**src/rtl/scp_pkg.sv**
```systemverilog
// Shared types and constants for the serial register command parser.
// Used by scp_parse and serial_register_command_parser_core; no dependencies.
`timescale 1ns / 1ps

package scp_pkg;

	// Character codes
	localparam logic [7:0] CH_LF    = 8'h0a;
	localparam logic [7:0] CH_CR    = 8'h0d;
	localparam logic [7:0] CH_SPACE = 8'h20;
	localparam logic [7:0] CH_COMMA = 8'h2c;
	localparam logic [7:0] CH_ZERO  = 8'h30;
	localparam logic [7:0] CH_NINE  = 8'h39;
	localparam logic [7:0] CH_R     = 8'h52;
	localparam logic [7:0] CH_W     = 8'h57;
	localparam logic [7:0] CH_LC_A  = 8'h61;
	localparam logic [7:0] CH_LC_F  = 8'h66;
	localparam logic [7:0] CH_LC_X  = 8'h78;
	localparam logic [7:0] CH_TILDE = 8'h7e;
	localparam logic [7:0] CH_DEL   = 8'h7f;
	localparam logic [7:0] CASE_BIT = 8'h20;

	// Accumulator wide enough for 0xffff * 16 + 15
	localparam int unsigned ACC_W = 20;
	localparam logic [ACC_W-1:0] MAX_REG   = ACC_W'(8'hff);
	localparam logic [ACC_W-1:0] MAX_VALUE = ACC_W'(16'hffff);

	// Parser states, one-hot
	typedef enum logic [4:0] {
		ST_IDLE      = 5'b00001,
		ST_READ_REG  = 5'b00010,
		ST_WRITE_REG = 5'b00100,
		ST_WRITE_VAL = 5'b01000,
		ST_ERROR     = 5'b10000
	} state_t;

	// Result action codes
	typedef enum logic [1:0] {
		ACT_NONE  = 2'd0,
		ACT_READ  = 2'd1,
		ACT_WRITE = 2'd2,
		ACT_ERROR = 2'd3
	} action_t;

	// Parse context carried from byte to byte
	typedef struct packed {
		state_t      st;
		logic [7:0]  reg_number;
		logic        reg_present;
		logic [15:0] value_number;
		logic        value_present;
		logic        hex_mode;
	} ctx_t;

	// One result item
	typedef struct packed {
		logic [15:0] write_value;
		logic [7:0]  reg_addr;
		action_t     action;
		logic        line_end;
		logic [7:0]  echo_char;
	} result_t;

endpackage

```
**src/rtl/scp_parse.sv**
```systemverilog
// Combinational step of the command parser: one byte plus the current
// parse context gives the next context and one result item. Uses scp_pkg.
`timescale 1ns / 1ps

module scp_parse import scp_pkg::*; (
	input  logic [7:0] char_code,
	input  ctx_t       ctx,
	output ctx_t       ctx_nxt,
	output result_t    res
);

	logic              is_line;
	logic              printable;
	logic [7:0]        lc;
	logic              in_val;
	logic              pres;
	logic [ACC_W-1:0]  d;
	logic              is_x;
	logic              is_dec;
	logic              is_hexl;
	logic [3:0]        dig;
	logic              skip;
	logic              fail;
	logic              commit;

	// Byte classification
	always_comb begin
		is_line   = (char_code == CH_LF) || (char_code == CH_CR);
		printable = (char_code >= CH_SPACE) && (char_code < CH_DEL);
		lc        = char_code | CASE_BIT;
		is_x      = (lc == CH_LC_X);
		is_dec    = (lc >= CH_ZERO) && (lc <= CH_NINE);
		is_hexl   = (lc >= CH_LC_A) && (lc <= CH_LC_F) && ctx.hex_mode;
		// letters a..f have low nibble 1..6
		dig       = is_dec ? lc[3:0] : (lc[3:0] + 4'd9);
		in_val    = (ctx.st == ST_WRITE_VAL);
	end

	// Next context and result
	always_comb begin
		ctx_nxt = ctx;
		res     = '0;
		pres    = in_val ? ctx.value_present : ctx.reg_present;
		d       = in_val ? ACC_W'(ctx.value_number) : ACC_W'(ctx.reg_number);
		skip    = 1'b0;
		fail    = 1'b0;
		commit  = 1'b0;

		if (is_line) begin
			// line end: report and go back to idle
			res.line_end = 1'b1;
			if (ctx.st == ST_READ_REG && ctx.reg_present) begin
				res.action   = ACT_READ;
				res.reg_addr = ctx.reg_number;
			end else if (ctx.st == ST_WRITE_VAL && ctx.value_present) begin
				res.action      = ACT_WRITE;
				res.reg_addr    = ctx.reg_number;
				res.write_value = ctx.value_number;
			end else if (ctx.st != ST_IDLE) begin
				res.action = ACT_ERROR;
			end
			ctx_nxt.st = ST_IDLE;
		end else if (!printable) begin
			res.echo_char = CH_TILDE;
			ctx_nxt.st    = ST_ERROR;
		end else begin
			res.echo_char = char_code;
			unique case (ctx.st)
				ST_IDLE: begin
					// command letter, case sensitive
					if (char_code == CH_R)
						ctx_nxt.st = ST_READ_REG;
					else if (char_code == CH_W)
						ctx_nxt.st = ST_WRITE_REG;
					else
						ctx_nxt.st = ST_ERROR;
					ctx_nxt.reg_number    = '0;
					ctx_nxt.reg_present   = 1'b0;
					ctx_nxt.value_number  = '0;
					ctx_nxt.value_present = 1'b0;
					ctx_nxt.hex_mode      = 1'b0;
				end
				ST_READ_REG, ST_WRITE_REG, ST_WRITE_VAL: begin
					// leading space skip, first digit, leading zero check
					if (!pres && !is_x) begin
						if (lc == CH_SPACE) begin
							skip = 1'b1;
						end else begin
							d    = '0;
							pres = 1'b1;
						end
					end else if (pres && d == '0 && !is_x && lc != CH_COMMA &&
					             !ctx.hex_mode) begin
						fail = 1'b1;
					end

					if (!skip && !fail) begin
						if (is_dec) begin
							d = ctx.hex_mode ? ((d << 4) + ACC_W'(dig))
							                 : ((d << 3) + (d << 1) + ACC_W'(dig));
							commit = 1'b1;
						end else if (is_hexl) begin
							d      = (d << 4) + ACC_W'(dig);
							commit = 1'b1;
						end else if (is_x && pres && d == '0 && !ctx.hex_mode) begin
							// "0x" prefix: restart the number in hex
							d                = '0;
							pres             = 1'b0;
							ctx_nxt.hex_mode = 1'b1;
							commit           = 1'b1;
						end else if (ctx.st == ST_WRITE_REG && lc == CH_COMMA) begin
							if (d > MAX_REG) begin
								ctx_nxt.st = ST_ERROR;
							end else begin
								ctx_nxt.reg_number  = d[7:0];
								ctx_nxt.reg_present = 1'b1;
								ctx_nxt.hex_mode    = 1'b0;
								ctx_nxt.st          = ST_WRITE_VAL;
							end
						end else begin
							fail = 1'b1;
						end
					end

					// store with range check
					if (fail) begin
						ctx_nxt.st = ST_ERROR;
					end else if (commit) begin
						if (in_val) begin
							if (d > MAX_VALUE) begin
								ctx_nxt.st = ST_ERROR;
							end else begin
								ctx_nxt.value_number  = d[15:0];
								ctx_nxt.value_present = pres;
							end
						end else begin
							if (d > MAX_REG) begin
								ctx_nxt.st = ST_ERROR;
							end else begin
								ctx_nxt.reg_number  = d[7:0];
								ctx_nxt.reg_present = pres;
							end
						end
					end
				end
				default: begin
					// error state and unused codes: echo only
					ctx_nxt.st = ST_ERROR;
				end
			endcase
		end
	end

endmodule

```
**src/rtl/serial_register_command_parser_core.sv**
```systemverilog
// Top level of the serial register command parser: input register, parse
// context registers and result register around scp_parse. Uses scp_pkg.
`timescale 1ns / 1ps

// Byte-serial parser for the line commands "R<reg>" and "W<reg>,<value>".
// One byte enters per transaction on the s_ side and one result leaves per
// transaction on the m_ side. Throughput is one byte per clock while the m_
// side takes results; a byte's result is loaded from the input register into
// the result register once that register is empty or m_tready is high, and
// the only per-byte path is the single-pass parse step from the input register
// into the context and result registers.
// Each result echoes its byte ('~' for a non-printable one) but on CR or LF;
// then it sets tlast and reports a read request, a write request, a command
// error or no action in tuser, with the register and value in tdata.

module serial_register_command_parser_core import scp_pkg::*; (
	input  logic        clk,
	input  logic        arst_n,
	input  logic        s_tvalid,
	output logic        s_tready,
	input  logic [7:0]  s_tdata,   // [7:0] char_code
	output logic        m_tvalid,
	input  logic        m_tready,
	output logic [31:0] m_tdata,   // [7:0] echo_char, [15:8] reg_addr, [31:16] write_value
	output logic        m_tlast,   // line_end
	output logic [1:0]  m_tuser    // [1:0] action
);

	logic       valid_s1;
	logic [7:0] char_s1;
	logic       valid_s2;
	result_t    res_s2;
	ctx_t       ctx_q;
	ctx_t       ctx_nxt;
	result_t    res_nxt;
	logic       advance;

	// Stage handshake
	assign advance  = !valid_s2 || m_tready;
	assign s_tready = !valid_s1 || advance;

	// Input register
	always_ff @(posedge clk or negedge arst_n) begin
		if (!arst_n) begin
			valid_s1 <= 1'b0;
		end else if (s_tready) begin
			valid_s1 <= s_tvalid;
		end
	end

	always_ff @(posedge clk) begin
		if (s_tready && s_tvalid)
			char_s1 <= s_tdata;
	end

	// Parse step
	scp_parse u_parse (
		.char_code (char_s1),
		.ctx       (ctx_q),
		.ctx_nxt   (ctx_nxt),
		.res       (res_nxt)
	);

	// Parse context
	always_ff @(posedge clk or negedge arst_n) begin
		if (!arst_n) begin
			ctx_q.st            <= ST_IDLE;
			ctx_q.reg_number    <= '0;
			ctx_q.reg_present   <= 1'b0;
			ctx_q.value_number  <= '0;
			ctx_q.value_present <= 1'b0;
			ctx_q.hex_mode      <= 1'b0;
		end else if (valid_s1 && advance) begin
			ctx_q <= ctx_nxt;
		end
	end

	// Result register
	always_ff @(posedge clk or negedge arst_n) begin
		if (!arst_n) begin
			valid_s2 <= 1'b0;
		end else if (advance) begin
			valid_s2 <= valid_s1;
		end
	end

	always_ff @(posedge clk) begin
		if (valid_s1 && advance)
			res_s2 <= res_nxt;
	end

	assign m_tvalid = valid_s2;
	assign m_tdata  = {res_s2.write_value, res_s2.reg_addr, res_s2.echo_char};
	assign m_tlast  = res_s2.line_end;
	assign m_tuser  = res_s2.action;

	// Checks
	a_action_on_line_end: assert property (@(posedge clk) disable iff (!arst_n)
		m_tvalid && m_tuser != ACT_NONE |-> m_tlast)
		else $error("action reported without line end");

	a_line_end_echo_zero: assert property (@(posedge clk) disable iff (!arst_n)
		m_tvalid && m_tlast |-> m_tdata[7:0] == 8'h00)
		else $error("echo byte not cleared on line end");

	a_idle_after_line: assert property (@(posedge clk) disable iff (!arst_n)
		valid_s1 && advance && (char_s1 == CH_LF || char_s1 == CH_CR)
		|=> ctx_q.st == ST_IDLE)
		else $error("parser not idle after line end");

	a_ready_when_empty: assert property (@(posedge clk) disable iff (!arst_n)
		!m_tvalid |-> s_tready)
		else $error("input stalled with empty result register");

endmodule

```
**config.mk**
```make
export PLATFORM = sky130hd
export DESIGN_NAME = serial_register_command_parser_core
export DESIGN_NICKNAME = d
export VERILOG_FILES = /design/src/rtl/scp_pkg.sv /design/src/rtl/scp_parse.sv /design/src/rtl/serial_register_command_parser_core.sv
export SDC_FILE = /design/constraint.sdc
export NUM_CORES = 1
export LEC_CHECK = 0
export BUFFER_PORTS_ARGS = -buffer_cell sky130_fd_sc_hd__clkbuf_2
export CAP_MARGIN = 40
export CORE_MARGIN = 3
export CORE_UTILIZATION = 55
export CTS_CLUSTER_SIZE = 14
export DETAILED_ROUTE_END_ITERATION = 10
export PLACE_DENSITY = 0.79
export SETUP_SLACK_MARGIN = 0.02
export SYNTH_ARGS = -nofsm -noshare
export SYNTH_HDL_FRONTEND = slang
export SYNTH_HIERARCHICAL = 1
export SYNTH_SLANG_ARGS = --single-unit
```
**constraint.sdc**
```tcl
create_clock -name clk -period 5.3 [get_ports clk]
set_clock_uncertainty 0.1 [all_clocks]
set_input_delay 0.265 -clock clk [delete_from_list [all_inputs] [get_ports clk]]
set_output_delay 0.265 -clock clk [all_outputs]
set_load 0.01 [all_outputs]
```
=== After elaboration in Yosys (flattened, before gate mapping) ===
Cells that the tools add are included.

* Bits in registers: 77
* Output and inout port bits: 37

* Reductions and logical operators: 39
* $lt $le $gt $ge: 9
* Bitwise operators: 3
* Add/sub/neg operators: 4
* Mux-type cells: 85
* Equality and inequality tests: 21

{| class="wikitable"
|+ Operators by type and width
! cell !! count
|-
| $mux W20 || 13
|-
| $mux W14 || 5
|-
| $pmux W27 S2 || 1
|-
| $mux W5 || 9
|-
| $mux W1 || 42
|-
| $add A20 B4 Y20 || 2
|-
| $gt A20 B8 Y1 const B || 2
|-
| $logic_not A20 Y1 || 2
|-
| $mux W17 || 2
|-
| $mux W31 || 1
|-
| $mux W9 || 3
|-
| $mux W26 || 1
|-
| $mux W24 || 1
|-
| $add A20 B20 Y20 || 1
|-
| $gt A20 B16 Y1 const B || 1
|-
| $logic_and A1 B1 Y1 || 18
|-
| $eq A8 B4 Y1 const B || 2
|-
| $eq A8 B7 Y1 const B || 2
|-
| $ge A8 B6 Y1 const B || 2
|-
| $mux W16 || 1
|-
| $mux W10 || 1
|-
| $pmux W5 S2 || 1
|-
| $reduce_and A9 Y1 || 1
|-
| $ge A8 B7 Y1 const B || 1
|-
| other kinds (28) || 46
|}

=== Depth between registers and ports, before layout ===
Gate-level depths: netlist of the first run.

* Depth in word-level cells: 26
* Mapped depth: 23

=== Hierarchy ===
Netlist of the first run, hierarchy kept.

{| class="wikitable"
|+ By module, submodules not included
! module !! cells an instance !! seq. area each (µm²) !! area each (µm²) !! times used
|-
| scp_parse || 470 || 0.0 || 3,149.3 || 1
|-
| serial_register_command_parser_core || 119 || 2,143.3 || 2,701.3 || 1
|}

=== Least setup slack after synthesis of the first run ===
No wires, ideal clock.

* Path kind: flip-flop to flip-flop
* Start: reg char_s1[0]
* End: reg ctx_q[25] (netlist bit)
* Path slack: -389 ps
* Data required time: 5,075 ps
* Arrival: 5,464 ps
* Cell stages (with the launch flop): 24
* Setup time: 125 ps
* Period minus slack after synthesis: 5,689 ps
* Path buffers: 2
* Cell sequence: edfxtp_1 -> inv_1 -> ha_1 -> or3b_2 -> a21oi_1 -> a211oi_2 -> buf_4 -> a21oi_1 -> inv_1 -> fa_1 -> inv_1 -> fa_1 -> a21oi_1 -> nand3b_1 -> a21oi_2 -> o41a_1 -> a22o_1 -> nor4_1 -> and4_1 -> o21ai_2 -> buf_4 -> or3_1 -> a32o_1 -> mux2_4

* Longest elaborated chain between the ends: 23

{| class="wikitable"
|+ RTL lines
! what !! RTL line !! text
|-
| from (decl) || serial_register_command_parser_core.sv:30 || <nowiki>logic [7:0] char_s1;</nowiki>
|-
| from (signal assigned) || serial_register_command_parser_core.sv:53 || <nowiki>char_s1 <= s_tdata;</nowiki>
|-
| parallel branches: the longest is 23 deep, another holds $add A20 B20 Y20 || n/a ||
|-
| to (signal assigned) || serial_register_command_parser_core.sv:74 || <nowiki>ctx_q <= ctx_nxt;</nowiki>
|-
| to (decl) || serial_register_command_parser_core.sv:33 || <nowiki>ctx_t ctx_q;</nowiki>
|}

Several ways; the timed one is not identified. The select of a mux whose other input is x is not followed.
A chain may end at the register's enable or synchronous reset.

=== Final worst setup path of the first run ===
Same ends and word-level chain as after synthesis.

==> results by group, run 1 <==
Status
  – Outcome: finished with violations
  – Failing checks: negative setup slack

STA
  – Worst-Margin Slew: about 0.89 ns
  – Slew headroom: 0.402
  – Worst Hold Slack: 0.106 ns
  – Worst Setup Slack, final: -0.128 ns
  – RSZ-0062 raised after global routing: true
  – Hold Vio Cnt, Final: 0
  – Pins over their slew limit: 0
  – Final setup violation count: 19
  – Post-layout min period: 5.43 ns
  – Fmax: around 0.18 GHz
  – Period utilization: 1.02

Global route
  – Largest net degree at the start of global routing: 36
  – GRT Overall Usage: 0.297
  – Number of global-route vias before repair: about 5300
  – Total gr overflow: 0
  – Initial antenna violation count: 0
  – First-pass GRT wire length: 27200 um

Floorplan
  – I/O Pins: 49
  – Core Region: approximately 10000 sq um
  – Die Width: 109 um
  – Starting Density: 0.567
  – Cell row count: 37
  – Die Y: 109 um
  – Die Area: 11900 sq um

Route
  – Total Wirelength: 17400 um
  – Wirelength per Cell: 20.2 um
  – Drt first pass iters: 5
  – DRC errors left: 0
  – Initial DRC Count: 457
  – Via-to-Cell Ratio: 6.15
  – Post-route ant nets: 0
  – Via count: 5288

Synth
  – Post-Syn Area per Cell: 9.93 sq um
  – Compound-Gate Fraction of Synth Area: 0.195
  – Simple-gate area share of the yosys netlist: 0.201
  – Post-synthesis cell type count: 86
  – Adder-Cell Fraction of Synth Area: 0.0838
  – Register area share after synthesis: 0.366
  – Mux cell area share after synthesis: 0.0958
  – Mapped cell area: 5850 sq um
  – Ys Warns: 6
  – Top_reg_cell synth: edfxtp_1
  – Post-synth EDFFs: 43
  – Async S/R FF share, synth: 0.442
  – Xor/xnor share of the synthesized area: 0.0180
  – Synth Register Bits: 77
  – Syn_nets: 639
  – Largest family of logic cells by synthesized area: simple AND/OR/NAND/NOR gates
  – Synth Instances: approximately 590

Worst setup path
  – CP peak stage delay: 0.51 ns
  – Startpoint types: flip-flop
  – Cell Chain, Critical Path: inv_2 > ha_4 > or3b_4 > a21oi_4 > a211oi_4 > buf_12 > a21oi_4 > inv_2 > fa_1 > inv_2 > fa_2 > a21oi_2 > nand3b_1 > a21oi_2 > or3_1 > a32o_2 > nor4_4 > and4_4 > o21ai_4 > or3_1 > a32o_2 > mux2_4
  – Flop2flop setup slack: -0.13 ns
  – Worst EP required: 5.46 ns
  – Crit Path Class: reg2reg
  – Element type at the critical path end: flip-flop
  – Cell depth of the worst flop-to-flop path: 22
  – Arr. time, crit path: 5.58 ns
  – Max FO, Critical Path: 6
  – Crit-path slowest cell: fa_1
  – Cell mode on critical path: inv_2

Power
  – Final Total Pwr: about 1.3 mW
  – Power per cell area: approximately 180 nW/um^2
  – Sequential Power Share: 0.505
  – Sw Ratio: 0.245
  – Comb power frac: 0.114
  – Pint: 0.997 mW
  – P_leak: 3.29 nW
  – Clock power frac: 0.381
  – VDD IR max: around 0.15 mV
  – Net Sw Power: 0.323 mW

Cells and area
  – Fin nets: about 770
  – Share of cells above drive strength 1: 0.355
  – N_diodes: 0
  – Post-synthesis to final-layout area growth: 25.9%
  – Most frequent cells in the layout: 86 x buf_4, 50 x nor2_1, 49 x nand2_1
  – Layout fillers: around 800
  – Sequential cell area: 2140 sq um
  – Area of the multi-input gates: 3730 sq um
  – Most common library cell in the layout ignoring fill and taps: buf_4

Clock tree
  – CTS Buf Count: 9
  – TritonCTS clock tree: done
  – Clk slew on worst S/H paths: 0.08 ns
  – Clk_lat worst skew: 0.37 ns
  – Clock Tree Buf Depth: 2
  – Root buf cell: clkbuf_8
  – # H-tree levels: 3
  – CTS sink count: 77

Placement
  – Routability cong.: about 0.95
  – Number of buffers added on ports: 48
  – Post-DP HPWL: roughly 13000 um
  – DP Worst Slack: -0.222 ns

Job
  – Maxcap violations: 0

Worst hold path
  – Hold crit path type: in2reg
  – Min-Delay Path Depth: 3
[cell families after synthesis]
logic type      count (synthesis)
compound gates                154
xor+xnor                       12
mux                            41
other cells                     1
simple gates                  222
fa+ha+maj                      38
buf+inv                        44
flops                          77
[synth_stat cells, types with 12 or more instances]
master	n	area, sq um
dfrtp_1	33	826
nor3_1	12	60.1
edfxtp_1	43	1290
nor2_1	54	203
o21ai_0	31	155
nand2_1	49	184
a22o_1	14	123
and2_1	33	206
ha_1	36	450
mux2_4	29	435
inv_1	13	48.8
nand3_1	12	60.1
a21oi_1	27	135
[timing repair]
| item | CTS | global route |
|---|---|---|
| gates resized for setup | 29 | 15 |
| hold endpoints to repair | 42 | 0 |
| cloned | 1 | 0 |
| setup endpoints to repair | 30 | 30 |
| setup buffers | 11 | 11 |
| hold buffers | 10 | 0 |
| pin swaps | 28 | 16 |
[critical path: cells and delay by family (launching register included)]
kind            cells  cell delay [ns]
simple gates        6             1.85
compound gates      8             1.29
fa+ha+maj           3             1.02
flops               1             0.42
buf+inv             4             0.37
mux                 1             0.26
[path summary, 6_finish.rpt]
kind,start,to
setup / recovery,char_s1[0],ctx_q[25]
hold / removal,m_tready,m_tvalid
setup reg to reg,char_s1[0],ctx_q[25]
hold reg to reg,valid_s1,m_tvalid
max in group asynchronous,arst_n,ctx_q[27]
min in group asynchronous,arst_n,valid_s1
[per-layer routing]
layer | GRT usage | vias up | part of all wire
li1 | - | 2459 | -
met1 | 0.410 | 2561 | 0.44
met2 | 0.468 | 228 | 0.46
met3 | 0.0574 | 40 | 0.075
met4 | 0.102 | 0 | 0.023
met5 | 0 | - | 0
[per-stage QoR]
| stage | setup TNS (ns) | util | cell area, sq um | std cells |
|---|---|---|---|---|
| 2_1_floorplan | 0 | - | 5900 | 589 |
| 3_3_place_gp | -0.477 | 0.648 | 6690 | 816 |
| 3_5_place_dp | -2.80 | 0.650 | 6710 | 818 |
| 4_1_cts | -0.0140 | 0.703 | 7260 | 856 |
| 5_1_grt | -4.80 | 0.714 | 7370 | 860 |
| 6_report | -1.05 | 0.714 | 7370 | 860 |
[sequential cells by signal, summed over array words and instances (netlist names)]
signal	count
char_s1	8
m_tvalid	1
ctx_q	32
valid_s1	1
m_tlast	1
m_tdata	32
m_tuser	2
[area by class of cell]
type / instances / share of cell area
Sequential cell: 77 / 0.291
Inverter: 15 / 0.00764
Tap cell: 136 / 0.0231
Multi-Input combinational cell: 469 / 0.506
Clock buffer: 11 / 0.0192
Clock inverter: 5 / 0.0114
Timing Repair Buffer: 147 / 0.142
[power groups by stage]
stage               Combinational [mW]  Sequential [mW]  Clock, mW
floorplan                       0.0752            0.688          0
global placement                 0.131            0.678          0
detailed placement               0.137            0.679          0
CTS                              0.149            0.666      0.511
global route                     0.163            0.669      0.536
finish                           0.151            0.666      0.503
Power figures use the tool's default switching activity.
==> inputs of run 2 (changes only) <==
Settings changed: CTS_BUF_LIST set to sky130_fd_sc_hd__clkbuf_16, MAX_ROUTING_LAYER set to met4.
==> run 2 against run 1 <==
Net effect:
- the run still ends with negative setup slack left
- total power is 9.3% higher
- via count is 5.3% higher
- wire length is 6.2% higher
- clock power is 24% higher
- final area is 2.8% higher
- first-iteration DRC count is 23% higher
- die area stayed put
- register-to-register slack worse by 0.08 ns
- utilization is 2.0 points higher
- critical path type unchanged
- critical endpoint is now ctx_q[21]
==> results by group, run 2 (synthesized netlist as in run 1, its figures left out) <==
Clock tree
  – Clk_lat worst skew: 0.34 ns
  – # H-tree levels: 3
  – CTS Buf Count: 9
  – Clk slew on worst S/H paths: ~0.06 ns
  – Root buf cell: clkbuf_16
  – TritonCTS clock tree: done
  – CTS sink count: just under 80
  – Clock Tree Buf Depth: 2

Global route
  – Initial antenna violation count: 1
  – Total gr overflow: 0
  – Number of global-route vias before repair: 5383
  – GRT Overall Usage: 0.323
  – First-pass GRT wire length: 28800 um
  – Largest net degree at the start of global routing: 36

Route
  – DRC errors left: 0
  – Total Wirelength: 18500 um
  – Wirelength per Cell: around 21 um
  – Via count: 5570
  – Initial DRC Count: about 560
  – Via-to-Cell Ratio: 6.30
  – Post-route ant nets: 0
  – Drt first pass iters: 5

STA
  – Period utilization: 1.04
  – Slew headroom: 0.443
  – Fmax: 0.182 GHz
  – Pins over their slew limit: 0
  – Post-layout min period: 5.51 ns
  – Worst Setup Slack, final: -0.208 ns
  – Hold Vio Cnt, Final: 0
  – Final setup violation count: 28
  – RSZ-0062 raised after global routing: true
  – Worst-Margin Slew: approximately 0.83 ns

Placement
  – Number of buffers added on ports: between 40 and 50
  – Dpl cell area: 6690 sq um
  – Routability cong.: ~1.0
  – Post-DP HPWL: 12900 um
  – Placed cell count: 817

Floorplan
  – Die Width: 109 um
  – I/O Pins: 49
  – Core Region: 10300 sq um
  – Cell row count: 37
  – Die Area: 11900 sq um
  – Starting Density: 0.567
  – Die Y: 109 um

Cells and area
  – Most frequent cells in the layout: 109 x buf_4, 50 x nor2_1, 49 x nand2_1
  – Cell Count, Final, Fillers Out: between 800 and 900
  – Most common library cell in the layout ignoring fill and taps: buf_4
  – Share of cells above drive strength 1: 0.375
  – Cell area after layout: 7580 sq um
  – Fin nets: between 700 and 800
  – Post-synthesis to final-layout area growth: 29.5%

Power
  – Sw Ratio: 0.248
  – Sequential Power Share: 0.462
  – Comb power frac: 0.105
  – Net Sw Power: 0.359 mW
  – VDD IR max: 0.185 mV
  – Pint: 1.08 mW
  – P_leak: 3.41 nW
  – Power per cell area: ~190 nW/um^2
  – Clock power frac: 0.432

Worst setup path
  – Arr. time, crit path: 5.64 ns
  – Startpoint types: flip-flop
  – Crit Path Class: reg2reg
  – Element type at the critical path end: flip-flop
  – Max FO, Critical Path: 6
  – Worst EP required: ~5.4 ns

Status
  – Outcome: finished with violations
  – Failing checks: negative setup slack

Job
  – Maxcap violations: 0

Worst hold path
  – Hold crit path type: in2reg
[run 2: area by class of cell]
cell class	instances	area, sq um
Fill cell	744	2750
Clock inverter	7	73.8
Sequential cell	77	2140
Tap cell	136	170
Multi-Input combinational cell	469	3690
Clock buffer	9	225
Inverter	15	56.3
Timing Repair Buffer	170	1210
Antenna cell	1	2.50
[run 2: metal layers]
metal | wire (um) | global-route usage | vias up | share of wire
met5 | 0 | - | - | 0
met4 | 557 | 0.100 | 0 | 0.030
met3 | 1490 | 0.0681 | 53 | 0.081
met2 | 8630 | 0.498 | 319 | 0.47
met1 | 7790 | 0.427 | 2677 | 0.42
li1 | - | - | 2521 | -
[run 2: stage by stage]
stage / TNS (ns) / setup WS (ns) / utilization / power (mW) / hold WS (ns)
global placement: -1.06 / -0.144 / 0.646 / 0.809 / 0.343
floorplan: 0 / 0.0490 / - / 0.764 / -0.131
finish: -2.20 / -0.208 / 0.734 / 1.44 / 0.00257
detailed placement: -4.44 / -0.277 / 0.648 / 0.816 / 0.0180
global route: -8.03 / -0.386 / 0.734 / 1.49 / 0.000675
CTS: -0.205 / -0.0395 / 0.717 / 1.44 / 0.000295
[run 2: worst max-delay path, cell delays in order, from the launching register on]
cell	delay, ns
edfxtp_1	0.43
inv_2	0.11
ha_4	0.13
or3b_4	0.39
a21oi_4	0.18
a211oi_4	0.09
buf_4	0.16
a21oi_4	0.14
inv_2	0.08
fa_1	0.51
inv_2	0.05
fa_2	0.37
a21oi_2	0.16
nand3b_1	0.19
a21oi_2	0.08
or3_1	0.32
a32o_2	0.30
nor4_2	0.29
and4_4	0.30
o21ai_4	0.09
or3_1	0.40
a32o_1	0.26
mux2_4	0.26
[run 2: path summary, 6_finish.rpt]
check / startpoint / end / slack [ns] / cells past startpoint
setup / recovery: char_s1[0] / ctx_q[21] / -0.21 / 22
hold / removal: s_tdata[1] / char_s1[1] / 0.003 / 1
setup reg to reg: char_s1[0] / ctx_q[21] / -0.21 / 22
hold reg to reg: valid_s1 / m_tvalid / 0.46 / 1
max in group asynchronous: arst_n / ctx_q[27] / 4.41 / 3
min in group asynchronous: arst_n / ctx_q[0] / 0.19 / 2
[run 2: timing repair]
item / CTS / global route
setup endpoints to repair: 30 / 30
resized for setup: 23 / 19
hold endpoints to repair: 38 / 1
pin swaps: 25 / 22
hold buffers: 6 / 1
buffers inserted: 33 / 11
cloned: 1 / 0
[run 2: power groups by stage]
| stage | logic (mW) | clock network (mW) | registers [mW] |
|---|---|---|---|
| 2_1_floorplan | 0.0752 | 0 | 0.688 |
| 3_3_place_gp | 0.131 | 0 | 0.678 |
| 3_5_place_dp | 0.137 | 0 | 0.679 |
| 4_1_cts | 0.146 | 0.626 | 0.668 |
| 5_1_grt | 0.165 | 0.657 | 0.670 |
| 6_report | 0.152 | 0.624 | 0.668 |
==> inputs of run 3 (changes only) <==
Settings changed: PLACE_DENSITY 0.79 to 0.76.
Clock period 5.3 ns to 5.8 ns, I/O delays scaled along.
==> run 3 against run 2 <==
Net effect:
- the run now ends clean
- count of clock-buffer cells in the layout did not move
- critical path type unchanged
- final cell count fell by 9.2%
- critical path depth fell by 1
- largest cell class unchanged
- largest power group unchanged
==> results by group, run 3 (synthesized netlist as in run 1, its figures left out) <==
Cells and area
  – Cell area after layout: 6780 sq um
  – Post-synthesis to final-layout area growth: 15.9%
  – Share of cells above drive strength 1: 0.282
  – Cell Count, Final, Fillers Out: 803
  – Fin nets: 712
  – Most frequent cells in the layout: 52 x nor2_1, 49 x nand2_1, 48 x clkbuf_2
  – Most common library cell in the layout ignoring fill and taps: nor2_1
  – N_diodes: 0

Floorplan
  – Die Y: ~110 um
  – Die Width: 109 um
  – Cell row count: 37
  – Die Area: 11900 sq um
  – I/O Pins: a little under 50
  – Starting Density: 0.567
  – Core Region: approximately 10000 sq um

Power
  – P_leak: approximately 3 nW
  – Final Total Pwr: approximately 1.3 mW
  – Power per cell area: 188 nW/um^2
  – VDD IR max: approximately 0.15 mV

Clock tree
  – CTS Buf Count: 9
  – # H-tree levels: 3
  – Root buf cell: clkbuf_16
  – Clk_lat worst skew: 0.34 ns
  – Clock Tree Buf Depth: 2
  – Clk slew on worst S/H paths: roughly 0.060 ns
  – TritonCTS clock tree: done
  – CTS sink count: 77

STA
  – Pins over their slew limit: 0
  – Worst Hold Slack: 0.0209 ns
  – Post-layout min period: 5.61 ns
  – Worst-Margin Slew: a little over 0.8 ns
  – Final setup violation count: 0
  – Setup TNS: 0 ns
  – Hold Vio Cnt, Final: 0
  – Slew headroom: 0.456
  – Fmax: 0.178 GHz
  – Period utilization: 0.967

Global route
  – First-pass GRT wire length: between 20000 and 30000 um
  – Number of global-route vias before repair: 4836
  – Total gr overflow: 0
  – GRT Overall Usage: 0.292
  – Largest net degree at the start of global routing: 36
  – Initial antenna violation count: 0

Route
  – DRC errors left: 0
  – Via-to-Cell Ratio: 6.35
  – Wirelength per Cell: a little over 20 um
  – Initial DRC Count: 463
  – Total Wirelength: 16500 um
  – Post-route ant nets: 0
  – Via count: about 5100
  – Drt first pass iters: 5

Worst setup path
  – Worst EP required: 5.92 ns
  – Max FO, Critical Path: 10
  – Crit-path slowest cell: fa_1
  – CP peak stage delay: 0.54 ns
  – Cell Chain, Critical Path: inv_2 > ha_2 > or3b_2 > a21oi_2 > a211oi_2 > a21oi_2 > inv_2 > fa_1 > inv_1 > fa_2 > a21oi_2 > nand3b_1 > a21oi_2 > o41a_1 > a22o_1 > nor4_1 > and4_2 > o21ai_4 > or3_1 > a32o_1 > mux2_4
  – Element type at the critical path end: flip-flop
  – Arr. time, crit path: 5.73 ns
  – Flop2flop setup slack: roughly 0.19 ns
  – Crit Path Class: reg2reg
  – Startpoint types: flip-flop
  – Cell mode on critical path: a21oi_2

Worst hold path
  – Hold crit path type: in2reg

Job
  – Maxcap violations: 0

Placement
  – Routability cong.: roughly 1.1
  – Post-DP HPWL: approximately 13000 um
  – Dpl cell area: 6400 sq um
  – Number of buffers added on ports: 48
  – Placed cell count: 783

Status
  – Outcome: complete, no violations
## run 3: changes by cell type in the layout (fill, tap and decap cells not counted), moves of 3 or more
| cell | change |
|---|---|
| dlygate4sd3_1 | -6 |
| buf_4 | -69 |
| o21ai_0 | +3 |
| a21oi_4 | -3 |
| a21oi_2 | +3 |
| buf_6 | -4 |
## run 3: path summary, 6_finish.rpt
check,depth (start not counted),end,start
max reg2reg,21,ctx_q[25],char_s1[1]
min reg2reg,1,m_tvalid,valid_s1
min in group asynchronous,2,m_tvalid,arst_n
max in group asynchronous,3,ctx_q[27],arst_n
max,21,ctx_q[25],char_s1[1]
min,1,char_s1[2],s_tdata[2]
## run 3: per-layer routing
layer	part of all wire	up-vias	track usage	routed length, um
met5	0	-	-	0
met4	0.029	0	0.122	486
met3	0.070	33	0.0391	1150
met2	0.45	246	0.432	7470
met1	0.45	2475	0.403	7380
li1	-	2345	-	-
## run 3: power breakdown
part | switching (mW) | internal, mW | leakage, nW | total, mW
Combinational | 0.0771 | 0.0451 | 1.96 | 0.122
Sequential | 0.00868 | 0.602 | 0.881 | 0.611
Clock | 0.217 | 0.326 | 0.139 | 0.543
Total | 0.302 | 0.974 | 2.98 | 1.28
## run 3: area by class of cell
class | count | area, sq um
multi-input cells | 468 | 3540
repair buffers | 91 | 591
flip-flops and latches | 77 | 2140
clock inverters | 7 | 57.6
inverters | 15 | 56.3
fillers | 808 | 3540
clock buffers | 9 | 225
well taps | 136 | 170
## run 3: per-stage QoR
step	setup WS (ns)	util
after floorplan	0.111	-
after global placement	0.0663	0.618
after detailed placement	-0.0817	0.620
after CTS	0.0614	0.650
after global routing	-0.00204	0.657
final	0.193	0.657
## run 3: what timing repair did
item | in CTS | in global routing
setup endpoints to repair | 13 | 24
hold buffers | 1 | 0
buffers inserted | 0 | 3
gates resized for setup | 4 | 16
pin swaps | 0 | 5
endpoints found under the hold margin | 33 | 0
## run 3: worst max-delay path, delay by kind of cell (launching register included)
kind | cells | cell delay [ns]
simple gates | 5 | 1.63
mux | 1 | 0.27
fa+ha+maj | 3 | 1.14
compound gates | 9 | 1.68
buf+inv | 3 | 0.25
flops | 1 | 0.40
